==> config.mk <==
export PLATFORM = sky130hd
export DESIGN_NAME = frsc_div
export DESIGN_NICKNAME = d
export VERILOG_FILES = /design/src/design/frsc_pkg.sv /design/src/design/frsc_div.sv
export VERILOG_INCLUDE_DIRS = /design/src /design/src/design
export SDC_FILE = /design/constraint.sdc
export NUM_CORES = 1
export LEC_CHECK = 0
export BUFFER_PORTS_ARGS = -buffer_cell sky130_fd_sc_hd__buf_4
export CELL_PAD_IN_SITES_DETAIL_PLACEMENT = 0
export CELL_PAD_IN_SITES_GLOBAL_PLACEMENT = 1
export CORE_UTILIZATION = 44
export DETAILED_ROUTE_END_ITERATION = 12
export GPL_ROUTABILITY_DRIVEN = 0
export GPL_TIMING_DRIVEN = 0
export PLACE_DENSITY = 0.81
export SYNTH_ARGS = -nofsm -noshare
export SYNTH_HDL_FRONTEND = slang
export SYNTH_SLANG_ARGS = --single-unit
==> constraint.sdc <==
create_clock -name clk -period 4.45 [get_ports clk]
set_input_delay 0.89 -clock clk [delete_from_list [all_inputs] [get_ports clk]]
set_output_delay 0.89 -clock clk [all_outputs]
set_load 0.05 [all_outputs]
==> src/design/frame_rate_and_stage_cost_monitor_defines.svh <==
// Assertion macros shared by the monitor's RTL files.
// No dependencies.
`ifndef FRAME_RATE_AND_STAGE_COST_MONITOR_DEFINES_SVH
`define FRAME_RATE_AND_STAGE_COST_MONITOR_DEFINES_SVH

// Property checked on every rising clock edge, disabled while reset is held.
`define FRSC_ASSERT(label, prop, msg) \
    label: assert property (@(posedge clk) disable iff (!rst_n) (prop)) else $error(msg);

// The same check, also evaluated while reset is held.
`define FRSC_ASSERT_ALWAYS(label, prop, msg) \
    label: assert property (@(posedge clk) (prop)) else $error(msg);

`endif

==> src/design/frsc_pkg.sv <==
// Package for the frame rate and stage cost monitor: sizes, op codes and the state type.
// No dependencies.
`default_nettype none
package frsc_pkg;
    localparam int FRAME_WINDOW_DEF  = 500;
    localparam int SAMPLE_WINDOW_DEF = 20;
    localparam int NUM_KINDS_DEF     = 16;

    localparam int TIME_W  = 48;
    localparam int COST_W  = 32;
    localparam int KIND_W  = 4;
    localparam int OP_W    = 2;
    localparam int QUOT_W  = 64;
    // 1e6 us per second, scaled by 256 for Q24.8
    localparam logic [63:0] US_PER_S_Q8 = 64'd256000000;

    typedef enum logic [OP_W-1:0] {
        OP_MARK  = 2'd0,
        OP_DONE  = 2'd1,
        OP_FRAME = 2'd2,
        OP_QUERY = 2'd3
    } op_t;

    typedef enum logic [7:0] {
        ST_IDLE   = 8'b0000_0001,
        ST_RD     = 8'b0000_0010,
        ST_UPD    = 8'b0000_0100,
        ST_FRD    = 8'b0000_1000,
        ST_FSET   = 8'b0001_0000,
        ST_DIV    = 8'b0010_0000,
        ST_FIN    = 8'b0100_0000,
        ST_OUT    = 8'b1000_0000
    } state_t;

    // start and status between sequencer and the serial divider
    typedef struct packed {
        logic start;
        logic busy;
        logic done;
    } div_ctl_t;
endpackage
`default_nettype wire

==> src/design/frsc_div.sv <==
// Restoring bit-serial divider, one quotient bit per cycle, two lanes run together.
// Depends on frsc_pkg and the shared assertion macros.
`include "frame_rate_and_stage_cost_monitor_defines.svh"
`default_nettype none
module frsc_div (
    input  wire                          clk,
    input  wire                          rst_n,
    input  wire                          start,
    // lane A: cost sum / count
    input  wire [frsc_pkg::QUOT_W-1:0]   num_a,
    input  wire [frsc_pkg::QUOT_W-1:0]   den_a,
    // lane B: frames * 256e6 / span
    input  wire [frsc_pkg::QUOT_W-1:0]   num_b,
    input  wire [frsc_pkg::QUOT_W-1:0]   den_b,
    output frsc_pkg::div_ctl_t           ctl,
    output logic [frsc_pkg::QUOT_W-1:0]  quo_a,
    output logic [frsc_pkg::QUOT_W-1:0]  quo_b
);
    localparam int W  = frsc_pkg::QUOT_W;
    localparam int CW = $clog2(W + 1);

    logic [CW-1:0]  cnt_reg;
    logic           busy_reg, done_reg;
    logic [W-1:0]   qa_reg, qb_reg, ra_reg, rb_reg, da_reg, db_reg;
    logic [W:0]     ta, tb;

    assign ta = {ra_reg, qa_reg[W-1]};
    assign tb = {rb_reg, qb_reg[W-1]};

    always_ff @(posedge clk or negedge rst_n)
    begin
        if (!rst_n)
        begin
            cnt_reg  <= '0;
            busy_reg <= 1'b0;
            done_reg <= 1'b0;
        end
        else
        begin
            done_reg <= 1'b0;
            if (start)
            begin
                busy_reg <= 1'b1;
                cnt_reg  <= CW'(W);
            end
            else if (busy_reg)
            begin
                cnt_reg <= cnt_reg - 1'b1;
                if (cnt_reg == CW'(1))
                begin
                    busy_reg <= 1'b0;
                    done_reg <= 1'b1;
                end
            end
        end
    end

    always_ff @(posedge clk)
    begin
        if (start)
        begin
            qa_reg <= num_a;
            qb_reg <= num_b;
            ra_reg <= '0;
            rb_reg <= '0;
            da_reg <= den_a;
            db_reg <= den_b;
        end
        else if (busy_reg)
        begin
            if (ta >= {1'b0, da_reg})
            begin
                ra_reg <= W'(ta - {1'b0, da_reg});
                qa_reg <= {qa_reg[W-2:0], 1'b1};
            end
            else
            begin
                ra_reg <= ta[W-1:0];
                qa_reg <= {qa_reg[W-2:0], 1'b0};
            end
            if (tb >= {1'b0, db_reg})
            begin
                rb_reg <= W'(tb - {1'b0, db_reg});
                qb_reg <= {qb_reg[W-2:0], 1'b1};
            end
            else
            begin
                rb_reg <= tb[W-1:0];
                qb_reg <= {qb_reg[W-2:0], 1'b0};
            end
        end
    end

    assign ctl.start = start;
    assign ctl.busy  = busy_reg;
    assign ctl.done  = done_reg;
    assign quo_a = qa_reg;
    assign quo_b = qb_reg;

    `FRSC_ASSERT(a_no_restart, start |-> !busy_reg, "divider started while busy")
    `FRSC_ASSERT(a_done_end, done_reg |-> $past(busy_reg), "done without a run")
    `FRSC_ASSERT(a_cnt_idle, !busy_reg |-> cnt_reg == '0, "count left over")
endmodule
`default_nettype wire

==> reports/results.ini <==
[outcome]
outcome=complete, no violations

[clock_network]
cts_resized=0
cts_tree=done
clk_latency_ns=0.59
cts_buffers=46
ctsHoldBuffers=0
cts_sinks=393
cts_root_buf=clkbuf_16
cts.clk_slew.worst_paths_ns=0.06
cts_setup_buffers=0
cts_max_path_buffers=3
h-tree-depth=2

[power]
power_density_nw_per_um2=621
p_total_mw=17.8
p_sw_mw=7.50
ir_worst_vdd_mv=0.326
p_leak_nw=12.8
p_seq_share_pct=30.5
p_comb_share_pct=48.8
intPower_mw=10.3
sw_frac_of_total_pct=42.1
power_frac_clock_pct=20.7

[grt]
grt_pass1_wl_um=110000
grt_usage_pct=26.4
grt_overflow=0
grt_pass1_vias=19303
grt_start_max_net_pins=69
grt_antenna_before_repair=4

[layout]
fill_cells=4703
area_growth_pct=22.8
layoutNonFillerInstCount=3493
nNetsFinal=3156
drive_gt1_share_pct=23.2

[die]
initial_utilization_pct=44.5
die_h_um=232
row_count=84
dieArea_um2=53900
ios=390
fp.dieW_um=232
core_area_um2=52400

[sta]
slew_violations=0
finalHoldViolations=0
slew_headroom_pct=28.0
setup_viol=0
finalCriticalPeriod_ns=4.15
fmax_ghz=0.241
fin_skew_ns=0.0181
fin_crit_sh_pct=93.3
worstMarginPinSlew_ns=1.08
rsz0062_at_grt=false

[detailed_routing]
antenna_left=0
vias_per_cell=5.59
drt_iter0_drc=1339
drcViolationCount=0
drt-pass1-iter-count=5
via_count=19517
drt-total-wl_um=72400
routedWlPerCell_um=20.7

[critical_path]
worstPathArrival_ns=4.64
r2r_start=da_reg[1]
critPathMaxFanout=5
cp_top_family=compound AO/OA/AOI/OAI gates
timing.rr.end=ra_reg[63]
rr_worst_depth=13
cp-end-kind=flop
criticalPathCategory=reg2reg
crit_end=ra_reg[63]
start_kind=flop
crit_required_ns=4.93
ff2ff_setup_slack_ns=0.30
path_buf_inv=1
critPathSlowestCell=o21ai_0
path_depth=13
crit_start=da_reg[1]
max_stage_delay_ns=0.51
worstPathCellList=inv_1 -> ha_1 -> nand2_1 -> o21ai_0 -> a21oi_1 -> o21ai_0 -> a21boi_1 -> o21ai_1 -> o31ai_1 -> o21ai_1 -> a31oi_1 -> a311o_1 -> a32o_1

[logic_synthesis]
async_reset_ff_share_pct=2.29
synth_edf_count=256
yosys_register_bits=393
syn_nets=2716
synth_cell_type_count=90
avgSynthCellArea_um2=10.0
ys_warn_count=0
yosysSeqAreaShare_pct=44.9
synth_flop_cell=edfxtp_1
synthesis.area_um2=23300
syn-instance-count=2325

[placed_design]
dp_hpwl_um=56000
port_buffers=389
dpl.cell_count=3404

[flow_run]
cap_viol_max_count=0

[worst_hold_path]
min_path_type=in2async

==> cells in the final DEF, fill, tap and decap left out, drive strengths merged, types with 10 or more instances in the layout <==
cell    Yosys  layout
a211oi    101     101
o21ai     103     103
edfxtp    256     256
o21a       17      17
ha        130     130
a21o       72      72
clkinv      0      21
mux2      127     127
clkbuf     94     155
nand4      46      46
o21bai     28      28
mux2i      67      67
a21oi     189     189
or3        10      10
inv       169     169
nor3       19      19
nor4       10      10
dfxtp     128     128
nor2      207     207
buf        40     431
nand2     125     125
and2       13      13
xnor2      73      73
nand3      44      44
nor2b      15      15
and3       22      22
xor2       52      52
nand2b     11      11
a32oi      12      12
a31oi      19      19
==> cells in the mapped netlist (7+ instances only) <==
master / count / area [µm²]
ha_1: 130 / 1630
mux2i_1: 67 / 671
nand4_1: 46 / 288
and4_1: 7 / 61.3
a211oi_1: 101 / 758
buf_4: 8 / 60.1
and2_1: 13 / 81.3
mux2_2: 126 / 1420
a31oi_1: 19 / 119
dfrtp_1: 9 / 225
nand2_1: 125 / 469
xnor2_1: 73 / 639
nand3_1: 44 / 220
inv_1: 169 / 634
o21bai_1: 28 / 210
nor3_1: 18 / 90.1
a21oi_1: 186 / 931
a32oi_1: 12 / 105
edfxtp_1: 256 / 7690
and3_1: 22 / 138
o21a_1: 17 / 128
a21o_1: 71 / 533
xor2_1: 52 / 455
or3_1: 10 / 62.6
a21boi_0: 8 / 60.1
clkbuf_1: 93 / 349
o21ai_0: 97 / 485
dfxtp_1: 128 / 2560
nor2b_1: 15 / 93.8
o31ai_1: 8 / 60.1
nor2_1: 207 / 777
nor4_1: 9 / 56.3
buf_2: 25 / 125
nand2b_1: 11 / 68.8
==> kinds of logic after synthesis <==
group | count (synthesis) | share of synthesized area [%]
buf+inv | 303 | 5.43
mux | 194 | 9.01
fa+ha+maj | 132 | 7.14
flops | 393 | 44.9
xor+xnor | 125 | 4.69
simple gates | 550 | 11.1
compound gates | 628 | 17.7
==> final cells by class <==
class | count | area (µm²) | area share [%]
multi-input cells | 1629 | 11600 | 40.5
flip-flops and latches | 393 | 10500 | 36.6
repair buffers | 392 | 2980 | 10.4
clock buffers | 60 | 1240 | 4.35
well taps | 688 | 861 | 3.01
inverters | 169 | 639 | 2.23
plain buffers | 134 | 633 | 2.21
clock inverters | 25 | 209 | 0.730
diodes | 3 | 7.51 | 0.0262
==> how the worst min path moves through the flow <==
stage,startpoint,end,slack (ns)
3_3_place_gp,rb_reg[1],rb_reg[1],0.45
5_1_grt,rst_n,done_reg,0.12
6_report,rst_n,cnt_reg[4],0.13
2_1_floorplan,rb_reg[1],rb_reg[1],0.44
3_5_place_dp,rb_reg[1],rb_reg[1],0.46
4_1_cts,rst_n,cnt_reg[4],0.10
==> metrics by stage <==
stage	area [µm²]	worst slack, ns	utilization (%)	hold WS (ns)	setup TNS (ns)
global placement	27100	-3.13	51.7	0.454	-399.90
CTS	28600	0.0977	54.6	0.100	0
detailed placement	27200	0.106	51.8	0.462	0
global route	28600	0.0248	54.6	0.116	0
floorplan	23300	0.0187	-	0.442	0
finish	28600	0.298	54.6	0.134	0
==> layer usage <==
metal / wire length [µm] / global-route usage, % / vias up
li1: - / - / 9392
met4: 2180 / 8.78 / 2
met3: 5060 / 6.07 / 99
met1: 30600 / 33.4 / 9367
met2: 34500 / 44.1 / 657
met5: 17 / 0 / -
==> worst reg2reg max path, stage by stage (launching register included) <==
cell,delay (ns)
edfxtp_1,0.45
inv_1,0.07
ha_1,0.29
nand2_1,0.05
o21ai_0,0.38
a21oi_1,0.25
o21ai_0,0.51
a21boi_1,0.33
o21ai_1,0.34
o31ai_1,0.20
o21ai_1,0.45
a31oi_1,0.16
a311o_1,0.34
a32o_1,0.24
==> power groups by stage <==
stage,clock network [mW],logic (mW),registers [mW]
global placement,0,8.43,5.46
finish,3.69,8.68,5.42
global route,3.89,9.48,5.52
CTS,3.77,8.60,5.41
detailed placement,0,8.55,5.47
floorplan,0,5.83,5.89
Power figures use the tool's default switching activity.
