<file path="src/design/frame_rate_and_stage_cost_monitor_defines.svh">
// Assertion macros shared by the monitor's RTL files.
// No dependencies.
`ifndef FRAME_RATE_AND_STAGE_COST_MONITOR_DEFINES_SVH
`define FRAME_RATE_AND_STAGE_COST_MONITOR_DEFINES_SVH

// Property checked on every rising clock edge, disabled while reset is held.
`define FRSC_ASSERT(label, prop, msg) \
    label: assert property (@(posedge clk) disable iff (!rst_n) (prop)) else $error(msg);

// The same check, also evaluated while reset is held.
`define FRSC_ASSERT_ALWAYS(label, prop, msg) \
    label: assert property (@(posedge clk) (prop)) else $error(msg);

`endif

</file>
<file path="src/design/frsc_ram.sv">
// Generic single-port-write, one-read RAM with registered read data.
// No dependencies.
`default_nettype none
module frsc_ram #(
    parameter int WIDTH = 32,
    parameter int DEPTH = 16
) (
    input  wire                      clk,
    input  wire                      we,
    input  wire [$clog2(DEPTH)-1:0]  waddr,
    input  wire [WIDTH-1:0]          wdata,
    input  wire [$clog2(DEPTH)-1:0]  raddr,
    output logic [WIDTH-1:0]         rdata
);
    logic [WIDTH-1:0] mem [DEPTH];

    always_ff @(posedge clk)
    begin
        if (we)
        begin
            mem[waddr] <= wdata;
        end
        rdata <= mem[raddr];
    end
endmodule
`default_nettype wire

</file>
<file path="config.mk">
export PLATFORM = sky130hd
export DESIGN_NAME = frsc_ram
export DESIGN_NICKNAME = d
export VERILOG_FILES = /design/src/design/frame_rate_and_stage_cost_monitor_defines.svh /design/src/design/frsc_ram.sv
export SDC_FILE = /design/constraint.sdc
export NUM_CORES = 1
export LEC_CHECK = 0
export BUFFER_PORTS_ARGS = -buffer_cell sky130_fd_sc_hd__buf_2
export CAP_MARGIN = 20
export CORE_AREA = 2 2 145 252
export DETAILED_ROUTE_END_ITERATION = 6
export DIE_AREA = 0 0 147 254
export GPL_ROUTABILITY_DRIVEN = 0
export PLACE_DENSITY = 0.73
export SETUP_SLACK_MARGIN = 0.05
export SYNTH_ARGS = -nofsm -noshare
export SYNTH_HDL_FRONTEND = slang
export SYNTH_SLANG_ARGS = --single-unit
</file>
<file path="constraint.sdc">
create_clock -name clk -period 4.85 [get_ports clk]
set_input_delay 1.2125 -clock clk [delete_from_list [all_inputs] [get_ports clk]]
set_output_delay 1.2125 -clock clk [all_outputs]
set_load 0.1 [all_outputs]
</file>
==> results of run 1 <==
-- state kept, by name (all words and copies together), names as in the netlist --
| register | cells |
|---|---|
| rdata | 32 |
| mem | 512 |
-- worst reg2reg max path: stages, from the launching register on --
cell,delay (ns)
edfxtp_1,0.39
mux4_2,0.48
a22oi_1,0.22
nand2_1,0.11
-- power by group --
part	leakage (uW)	internal [uW]	switching [uW]
logic	0.00160	188	485
clock network	0.000679	1940	1590
registers	0.00489	5250	36.5
-- per-layer routing --
metal  up-vias  wire (um)
met1      4915      15700
met5         -          0
li1       3776          -
met2       410      21400
met4         0       1200
met3        66       2900
-- layout make-up --
class / count / area, um2 / area share (%)
clock buffer: 52 / 1160 / 5.19
clock inverter: 28 / 258 / 1.15
tap: 465 / 582 / 2.60
sequential: 544 / 16000 / 71.5
multi-input combinational: 251 / 3750 / 16.7
timing repair buffer: 103 / 627 / 2.80
antenna: 4 / 10.0 / 0.0447
-- how the worst max path moves through the flow --
stage / start / end / slack (ns) / cells past startpoint
after floorplan: waddr[2] / mem[0][0] / 0.46 / 2
after global placement: raddr[0] / rdata[29] / 1.61 / 5
after detailed placement: waddr[3] / mem[5][8] / 1.58 / 4
after CTS: raddr[0] / rdata[29] / 2.15 / 5
after global routing: raddr[0] / rdata[29] / 2.00 / 5
final: raddr[0] / rdata[29] / 2.19 / 5
-- cell families after synthesis --
kind of cell,Yosys count,synth area share [%]
flops,544,80.7
buf+inv,43,1.12
compound gates,64,2.42
simple gates,59,1.27
mux,128,14.5
-- per-stage QoR --
| step | hold slack [ns] | util, % |
|---|---|---|
| floorplan | 0.635 | - |
| global placement | 0.649 | 59.4 |
| detailed placement | 0.656 | 59.4 |
| CTS | 0.679 | 63.4 |
| global route | 0.707 | 63.5 |
| finish | 0.678 | 63.5 |
-- cell usage in the layout (no fill, tap or decap), types with 2 or more instances in the layout --
| cell type | n |
|---|---|
| clkbuf_8 | 2 |
| clkinv_1 | 6 |
| clkinv_4 | 2 |
| nand2b_1 | 2 |
| bufinv_16 | 4 |
| nor3_2 | 4 |
| clkbuf_1 | 6 |
| clkinv_2 | 9 |
| clkbuf_16 | 45 |
| edfxtp_1 | 512 |
| clkinvlp_4 | 7 |
| buf_12 | 2 |
| buf_4 | 29 |
| a22oi_1 | 64 |
| nor2_4 | 13 |
| buf_2 | 71 |
| dfxtp_1 | 32 |
| mux4_2 | 128 |
| nor2b_4 | 2 |
| diode_2 | 4 |
| nand3b_1 | 2 |
| nand2_1 | 33 |
==> key figures, run 1 <==
Setup path
  • Slowest stage cell, crit path: clkbuf_8
  • Worst Path Required: roughly 5.3 ns
  • Worst path cell trace: clkbuf_8 > buf_4 > mux4_2 > a22oi_1 > nand2_1
  • Crit path largest cell delay: around 0.6 ns
  • Reg2Reg Setup Slack: approximately 3.5 ns
  • Crit path max-delay family: buffers and inverters
  • Crit path kind: in2reg
  • Worst reg2reg path startpoint: mem[9][21]
  • FF-to-FF End: rdata[21]
  • Startpoint types: primary input
  • Critical path capture point type: flop
  • Crit path DAT: 3.09 ns
  • Buf/Inv on CP: 2
  • R2R depth: 3
  • CP max FO: 60

Hold path
  • Worst min-delay path endpoint: rdata[10]
  • Hold Crit Depth: 3
  • Hold Crit Start: mem[12][10]
  • Hold crit path type: reg2reg

Clocking
  • Clk sinks: 544
  • CTS H-tree depth: 2
  • Hold buffer count at CTS: 0
  • Root Buffer: clkbuf_16
  • Clk_lat worst skew: 0.56 ns
  • PostCTS Resize Cnt: 0
  • Register clock-pin slew on the reported worst setup and hold paths: 0.07 ns
  • Post-CTS Setup Inserts: 0
  • Clock Path Buffers: 3
  • Inserted Clock Buffers: 44
  • CTS tree: built

Timing
  • Worst-margin pin slew: 1.08 ns
  • Setup_tns: 0 ns
  • RSZ-0062 raised after global routing: false
  • Final setup violation count: 0
  • Final worst path period need: 2.66 ns
  • Clock Skews: 0.0157 ns
  • Fin. max-slew vios: 0
  • Worst rel slew slack: 28.2%
  • Final WS setup: 2.19 ns
  • FMAX: between 0.3 and 0.4 GHz
  • Final Hold Fails: 0
  • Fin crit share: between 50 and 60%

GRT
  • Vias in the first global route: approximately 9500
  • M3 GR Usage: 3.27%
  • Most used routing layer: met2
  • Total track usage: between 20% and 30%
  • Grt met1 use: 31.4%
  • Global-route wire length before repair: between 60 and 70 mm
  • Grt total ovfl: 0
  • Initial antenna violation count: 3
  • M2 GR Usage: 38.1%
  • Largest net degree at the start of global routing: 69

Floorplan
  • Die X: 147 um
  • Boundary Pins: 74
  • Die H: between 200 and 300 um
  • Starting density of the core: 56.2%
  • Std-Cell Rows: a little over 90
  • Die ar.: 0.0373 mm2
  • Core ar.: 0.0353 mm2

Yosys
  • Share of the synthesized area in the top cell type: between 70% and 80%
  • Post-synth cell types: 18
  • EDFF count, synth: 512
  • Seq/Total Area, Yosys: between 80% and 90%
  • Mapped Area: 0.0199 mm2
  • Syn nets: 880
  • Commonest cells in the netlist: 512 x edfxtp_1, 128 x mux4_2, 64 x a22oi_1, 33 x nand2_1, 32 x dfxtp_1
  • Largest cells by area after synthesis: edfxtp_1 77%, mux4_2 15%, dfxtp_1 3.2%, a22oi_1 2.4%, nand2_1 0.62%
  • Predominant post-synthesis flop cell: edfxtp_1
  • Cells after synthesis: between 800 and 900
  • Synthesized flop and latch total: about 540
  • FFs w/ async S/R, synth: 0%
  • Ys Warns: 0
  • Most common cell in the netlist: edfxtp_1
  • Yosys top cell by area: edfxtp_1
  • Synth Area per Inst: approximately 24 um2

Layout
  • Layout area overhead: 12.8%
  • Proportion of layout cells with a drive suffix above 1: 32.7%
  • Design area: 0.0224 mm2
  • Post-Layout Cell Count: around 1400
  • # fillers: between 2000 and 2500
  • Net count, final: 986

Placement
  • HPWL after DPL: 21.3 mm
  • Port Buffer Count: 73
  • Placement-stage cell area: about 0.021 mm2
  • DP Cell Count: 1363
  • Dpl ws: 1.58 ns

Detailed routing
  • Total number of vias: 9167
  • DR pass1 iterations: 5
  • Via density: between 6 and 7
  • Post-route ant nets: 0
  • DRT Wirelength: 41.2 mm
  • Starting DRT DRC Count: roughly 1000
  • WL/cell: 28.5 um
  • # DRC: 0

Pwr
  • Max VDD drop: 0.000258 V
  • Final Power: 9490 uW
  • P_leak: 0.00717 uW
  • Pwr/cell area: about 420 mW/mm2

Job
  • Maxcap violations: 0

Status
  • Status: finished, final reports clean
No activity file was read; power rests on OpenSTA's default activity.
==> run 2: changes to the inputs <==
CORE_AREA = 2 2 147 257   (was 2 2 145 252)
DIE_AREA = 0 0 149 259   (was 0 0 147 254)
PLACE_DENSITY = 0.74   (was 0.73)
clock period = 2.4 ns   (was 4.85 ns; I/O delays follow)
==> run 2 against run 1 <==
  * Utilization fell by 1.1 points
  * Sequential power rose by 100%
  * Worst setup slack got worse by 1.8 ns
  * Via count fell by 1.8%
  * Final area rose by 1.7%
  * Largest power group unchanged
  * Critical path type is now reg2out
  * Clock power rose by 98%
  * Final cell count rose by 0.97%
  * Sequential share of layout area fell by 1.2 points
  * Flip-flop and latch count did not move
==> key figures, run 2 (synthesis gave the netlist of run 1 again) <==
Pwr
  • Max VDD drop: 0.000476 V (+84%)
  • Flop pwr share: 56.0% (+0.3 points)
  • Sw Share: 22.1% (-0.12 points)
  • Internal Pwr Total: 14800 uW (+100%)
  • Logic pwr share: 7.4% (+0.3 points)
  • Clock share of power: 36.6% (-0.6 points)
  • Psw: 4220 uW (+100%)
  • Final Power: 19100 uW (+100%)
  • P_leak: 0.00730 uW (+1.8%)
  • Pwr/cell area: 837 mW/mm2 (+98%)

Setup path
  • Crit path largest cell delay: 0.45 ns (-0.14 ns)
  • Setup crit start: rdata[16]
  • Crit path max-delay family: buffers and inverters
  • Worst path cell trace: buf_2
  • Reg2Reg Setup Slack: 1.00 ns (-2.52 ns)
  • CP max FO: 1 (-98%)
  • Critical path capture point type: output pin
  • Crit path kind: reg2out
  • FF-to-FF End: rdata[16]
  • Slowest stage cell, crit path: buf_2
  • Worst Path Required: 1.80 ns (-3.48 ns)
  • Worst reg2reg path startpoint: mem[8][16]
  • Crit path DAT: 1.40 ns (-1.69 ns)
  • R2R depth: 3 (unchanged)
  • Startpoint types: flop
  • Buf/Inv on CP: 1 (-1)

Timing
  • RSZ-0062 raised after global routing: false
  • Final Hold Fails: 0 (unchanged)
  • Worst rel slew slack: 26.2% (-2.0 points)
  • Final setup violation count: 0 (unchanged)
  • Clock Skews: 0.0237 ns (+0.00808 ns)
  • Setup_tns: 0 ns (unchanged)
  • Worst-margin pin slew: 1.11 ns (+0.0295 ns)
  • Fin crit share: 83.4%
  • Final worst path period need: ~2.0 ns
  • Hold slack: 0.405 ns (-0.273 ns)
  • Fin. max-slew vios: 0 (unchanged)
  • FMAX: 0.500 GHz

Hold path
  • Hold Crit Depth: 1 (-2)
  • Hold Crit Start: wdata[24]
  • Worst min-delay path endpoint: mem[12][24]
  • Hold crit path type: in2reg

Clocking
  • CTS tree: built
  • CTS H-tree depth: 2 (unchanged)
  • Root Buffer: clkbuf_16
  • Clk sinks: 544 (unchanged)
  • PostCTS Resize Cnt: 0 (unchanged)
  • Inserted Clock Buffers: 43 (-2.3%)
  • Clk_lat worst skew: 0.56 ns (about the same)
  • Register clock-pin slew on the reported worst setup and hold paths: 0.07 ns (about the same)
  • Clock Path Buffers: 3 (unchanged)
  • Hold buffer count at CTS: 0 (unchanged)
  • Post-CTS Setup Inserts: 0 (unchanged)

Placement
  • HPWL after DPL: 20.2 mm (-5.3%)
  • DP Cell Count: 1380 (+1.2%)
  • Placement-stage cell area: 0.0214 mm2 (+1.9%)
  • Port Buffer Count: 73 (unchanged)

Detailed routing
  • Total number of vias: 9000 (-1.8%)
  • Post-route ant nets: 0 (unchanged)
  • DR pass1 iterations: 7 (+2)
  • Starting DRT DRC Count: 1005 (+0.10%)
  • WL/cell: 27.4 um (-3.8%)
  • Via density: 6.16 (-2.8%)
  • # DRC: 0 (unchanged)
  • DRT Wirelength: 40.1 mm (-2.9%)

Layout
  • Net count, final: 992 (+0.61%)
  • Largest Register: mem
  • Largest regs: mem: 512 flops, rdata: 32 flops
  • Most common cell after layout, fill and taps aside: edfxtp_1
  • Post-Layout Cell Count: 1461 (+0.97%)
  • Commonest cells after routing, fill and taps aside: 512 x edfxtp_1, 128 x mux4_2, 71 x buf_2
  • # fillers: 2454 (+3.2%)
  • Proportion of layout cells with a drive suffix above 1: 33.2% (+0.48 points)
  • Largest register FFs: 512 (unchanged)
  • Layout area overhead: 14.7%
  • Design area: 0.0228 mm2 (+1.7%)

Floorplan
  • Die H: 259 um (+2.0%)
  • Std-Cell Rows: 93 (+2.2%)
  • Die X: 149 um (+1.4%)
  • Core ar.: 0.0365 mm2 (+3.5%)
  • Die ar.: 0.0386 mm2 (+3.4%)
  • Boundary Pins: 74 (unchanged)
  • Starting density of the core: 54.3% (-1.9 points)

Status
  • Status: finished, final reports clean

GRT
  • Total track usage: 21.5% (-1.3 points)
  • Initial antenna violation count: 3 (unchanged)
  • Largest net degree at the start of global routing: 64 (-7.2%)
  • Grt total ovfl: 0 (unchanged)
  • Vias in the first global route: 9472 (-0.46%)
  • Global-route wire length before repair: 59.9 mm (-1.5%)

Job
  • Maxcap violations: 0 (unchanged)
## run 2: per-layer routing
| layer | vias up | GRT usage [%] | wire length (um) |
|---|---|---|---|
| met1 | 4781 | 28.4 | 15100 |
| met4 | 2 | 6.46 | 1110 |
| met5 | - | 0 | 13 |
| met3 | 81 | 3.11 | 2370 |
| met2 | 347 | 37.4 | 21400 |
| li1 | 3789 | - | - |
## run 2: area by class of cell
| cell class | instances | area, um2 | share of cell area, % |
|---|---|---|---|
| antenna | 1 | 2.50 | 0.0110 |
| clock buffer | 56 | 1170 | 5.16 |
| tap | 475 | 594 | 2.61 |
| multi-input combinational | 251 | 3780 | 16.6 |
| sequential | 544 | 16000 | 70.3 |
| timing repair buffer | 110 | 992 | 4.36 |
| clock inverter | 24 | 219 | 0.961 |
## run 2: stage by stage
stage	utilization, %	setup slack [ns]
finish	62.3	0.399
global route	62.3	0.378
global placement	58.5	0.277
floorplan	-	-0.228
CTS	62.3	0.381
detailed placement	58.5	0.262
## run 2: worst max-delay path by stage
| stage | to | depth (start not counted) |
|---|---|---|
| 2_1_floorplan | mem[10][0] | 2 |
| 3_3_place_gp | rdata[27] | 5 |
| 3_5_place_dp | rdata[25] | 5 |
| 4_1_cts | rdata[5] | 1 |
| 5_1_grt | rdata[16] | 1 |
| 6_report | rdata[16] | 1 |
## run 2: power by group through the flow
| stage | clock, uW | combinational, uW | sequential, uW |
|---|---|---|---|
| 3_3_place_gp | 0 | 1400 | 10900 |
| 6_report | 6980 | 1410 | 10700 |
| 4_1_cts | 7090 | 1430 | 10700 |
| 3_5_place_dp | 0 | 1420 | 10900 |
| 2_1_floorplan | 0 | 513 | 11300 |
| 5_1_grt | 7420 | 1490 | 10700 |
==> run 3: changes to the inputs <==
ABC_AREA = 1   (was unset)
CORE_AREA = 2 2 156 272   (was 2 2 147 257)
DIE_AREA = 0 0 158 274   (was 0 0 149 259)
PLACE_DENSITY = 0.75   (was 0.74)
clock period = 1.7 ns   (was 2.4 ns; I/O delays follow)
==> run 3 against run 2 <==
  * The run now ends with DRC left
  * Final cell count up 92%
  * Synthesized cell count increased to 2.5 times the previous value
  * Via count up 68%
  * Die area is 12% higher
  * Utilization up 0.82 points
  * Count of clock-buffer cells in the layout up 1
  * Critical path type unchanged
  * Critical endpoint is now rdata[2]
  * Largest cell class unchanged
==> key figures, run 3 <==
Yosys
  • Synth Area per Inst: 10.7 um2 (-55%)
  • Post-synth cell types: 15 (-3)
  • Seq/Total Area, Yosys: 70.5% (-10 points)
  • Share of the synthesized area in the top cell type: 67.6% (-9.8 points)
  • Largest cells by area after synthesis: edfxtp_1 68%, nand2_1 11%, nand3_1 8.5%, inv_1 6.4%, dfxtp_1 2.8%
  • Predominant post-synthesis flop cell: edfxtp_1
  • Cells after synthesis: 2120 (+150%)
  • Commonest cells in the netlist: 677 x nand2_1, 512 x edfxtp_1, 388 x inv_1, 385 x nand3_1, 41 x buf_2
  • Synth Area in XOR/XNOR: 0% (unchanged)
  • Synth Area in Simple Gates: 20.0% (+19 points)
  • EDFF count, synth: 512 (unchanged)
  • Yosys top cell by area: edfxtp_1
  • Multiplexer share of the synthesized area: 0% (-15 points)
  • Adder-cell area share of the yosys netlist: 0% (unchanged)
  • FFs w/ async S/R, synth: 0% (unchanged)
  • Most common cell in the netlist: nand2_1
  • Syn nets: 2162 (+150%)
  • Synthesized flop and latch total: 544 (unchanged)
  • Ys Warns: 0 (unchanged)
  • Mapped Area: 0.0227 mm2 (+14%)
  • Largest family of logic cells by synthesized area: simple AND/OR/NAND/NOR gates
  • Compound-Gate Fraction of Synth Area: 0% (-2.4 points)

GRT
  • Global-route wire length before repair: 82.0 mm (+37%)
  • Initial antenna violation count: 0 (-3)
  • Grt total ovfl: 0 (unchanged)
  • Total track usage: 25.0% (+3.5 points)
  • Largest net degree at the start of global routing: 77 (+20%)
  • Vias in the first global route: 15092 (+59%)

Timing
  • FMAX: 0.606 GHz
  • Final Hold Fails: 0 (unchanged)
  • Final worst path period need: 1.65 ns
  • Worst rel slew slack: 68.7% (+43 points)
  • Final WS setup: 0.0494 ns (-0.350 ns)
  • Final setup violation count: 0 (unchanged)
  • RSZ-0062 raised after global routing: false
  • Worst-margin pin slew: 0.469 ns (-0.638 ns)
  • Clock Skews: 0.0188 ns (-0.00491 ns)
  • Fin. max-slew vios: 0 (unchanged)
  • Hold slack: 0.248 ns (-0.157 ns)
  • Fin crit share: 97.1%

Layout
  • Largest regs: mem: 512 flops, rdata: 32 flops
  • FF+latch area: 0.0160 mm2 (about the same)
  • Net count, final: 2252 (+130%)
  • Commonest cells after routing, fill and taps aside: 677 x nand2_1, 512 x edfxtp_1, 386 x inv_1
  • Proportion of layout cells with a drive suffix above 1: 11.1% (-22 points)
  • Most common cell after layout, fill and taps aside: nand2_1
  • Design area: 0.0261 mm2 (+15%)
  • Layout area overhead: 15.0%
  • Largest Register: mem
  • Multi-input logic area: 0.00467 mm2 (+24%)
  • Largest register FFs: 512 (unchanged)
  • # fillers: 3079 (+25%)

Setup path
  • Worst Path Required: 1.27 ns (-0.53 ns)
  • Crit path kind: reg2out
  • Crit path DAT: 1.23 ns (-0.17 ns)
  • Reg2Reg Setup Slack: 0.61 ns (-0.39 ns)
  • Buf/Inv on CP: 1 (unchanged)
  • Crit path largest cell delay: 0.35 ns (-0.10 ns)
  • Slowest stage cell, crit path: dfxtp_1
  • CP max FO: 1 (unchanged)
  • Startpoint types: flop
  • Worst path cell trace: buf_4
  • Critical path capture point type: output pin
  • Crit path max-delay family: flip-flops

Pwr
  • Psw: 6800 uW (+61%)
  • P_leak: 0.0111 uW (+52%)
  • Internal Pwr Total: 21800 uW (+47%)
  • Flop pwr share: 52.7% (-3.3 points)
  • Max VDD drop: 0.000739 V (+55%)
  • Logic pwr share: 9.1% (+1.7 points)
  • Sw Share: 23.8% (+1.6 points)
  • Pwr/cell area: 1100 mW/mm2 (+31%)
  • Clock share of power: 38.2% (+1.6 points)

Floorplan
  • Die X: 158 um (+6.0%)
  • Boundary Pins: 74 (unchanged)
  • Die H: 274 um (+5.8%)
  • Starting density of the core: 54.9% (+0.60 points)
  • Core ar.: 0.0414 mm2 (+13%)
  • Std-Cell Rows: 99 (+6.5%)
  • Die ar.: 0.0433 mm2 (+12%)

Detailed routing
  • WL/cell: 19.0 um (-31%)
  • # DRC: 2 (+2)
  • Starting DRT DRC Count: 1395 (+39%)
  • Post-route ant nets: 0 (unchanged)
  • Total number of vias: 15101 (+68%)
  • DR pass1 iterations: 7 (unchanged)
  • Via density: 5.38 (-13%)
  • DRT Wirelength: 53.3 mm (+33%)

Placement
  • Placement-stage cell area: 0.0244 mm2 (+14%)
  • Dpl ws: 0.0487 ns (-0.213 ns)
  • Port Buffer Count: 73 (unchanged)
  • HPWL after DPL: 32.4 mm (+61%)

Clocking
  • Clk_lat worst skew: 0.58 ns (+0.02 ns)
  • CTS H-tree depth: 2 (unchanged)
  • Clock Path Buffers: 3 (unchanged)
  • Clk sinks: 544 (unchanged)
  • CTS tree: built
  • Register clock-pin slew on the reported worst setup and hold paths: 0.07 ns (about the same)
  • Inserted Clock Buffers: 47 (+9.3%)
  • Post-CTS Setup Inserts: 0 (unchanged)
  • Hold buffer count at CTS: 0 (unchanged)
  • Root Buffer: clkbuf_16

Job
  • Maxcap violations: 0 (unchanged)

Status
  • Status: finished, violations left
  • Violated checks: DRC

Hold path
  • Hold crit path type: in2reg
run 3: changes by cell type after synthesis, sizes merged, moves of 2 or more:
cell    before  now
nand2b       2    0
nor3         4    0
nor2        13   17
nand3        1  385
a22oi       64    0
nor2b        2    0
clkbuf      17   14
buf         26   91
nand2       33  677
mux4       128    0
inv          0  390
run 3: power by group through the flow:
stage	clock network (uW)	logic (uW)	registers (uW)
2_1_floorplan	0	1030	16000
3_3_place_gp	0	2440	15400
3_5_place_dp	0	2490	15400
4_1_cts	11000	2590	15100
5_1_grt	11500	2780	15100
6_report	10900	2600	15100
run 3: path summary, 6_finish.rpt:
| path | endpoint | startpoint | cells after the start |
|---|---|---|---|
| worst max-delay path | rdata[2] | rdata[2] | 1 |
| worst min-delay path | mem[5][9] | wdata[9] | 1 |
| worst max register to register | rdata[0] | mem[1][0] | 6 |
| worst min register to register | rdata[26] | mem[10][26] | 6 |
run 3: per-stage QoR:
stage               util, %  power [uW]  cells  setup TNS, ns
floorplan                 -       17000   2120        -110.08
finish                 63.2       28600   2805              0
CTS                    63.1       28700   2804              0
detailed placement     58.9       17900   2716              0
global route           63.2       29400   2804              0
global placement       58.9       17800   2716              0
run 3: repair_timing:
action | CTS | global route
endpoints found under the setup margin | 32 | 1
gates resized for setup | 54 | 1
pin swaps | 0 | 0
run 3: routing by layer:
metal  share of wire (%)  up-vias  GRT usage (%)  routed length, um
met4                 4.5        0           11.1               2370
met1                  36     7215           30.4              19100
met5                   0        -              0                  0
met2                  52      727           44.3              27900
met3                 7.3      153           3.08               3910
li1                    -     7006              -                  -
run 3: kinds of logic after synthesis:
group | after synthesis
flip-flops | 544
buffers and inverters | 495
AND/OR/NAND/NOR | 1081
run 3: cell type report:
| cell class | instances | area share, % |
|---|---|---|
| Antenna cell | 1 | 0.00958 |
| Clock buffer | 57 | 4.87 |
| Clock inverter | 31 | 1.20 |
| Inverter | 390 | 5.63 |
| Multi-Input combinational cell | 1081 | 17.9 |
| Sequential cell | 544 | 61.3 |
| Tap cell | 555 | 2.66 |
| Timing Repair Buffer | 146 | 6.45 |
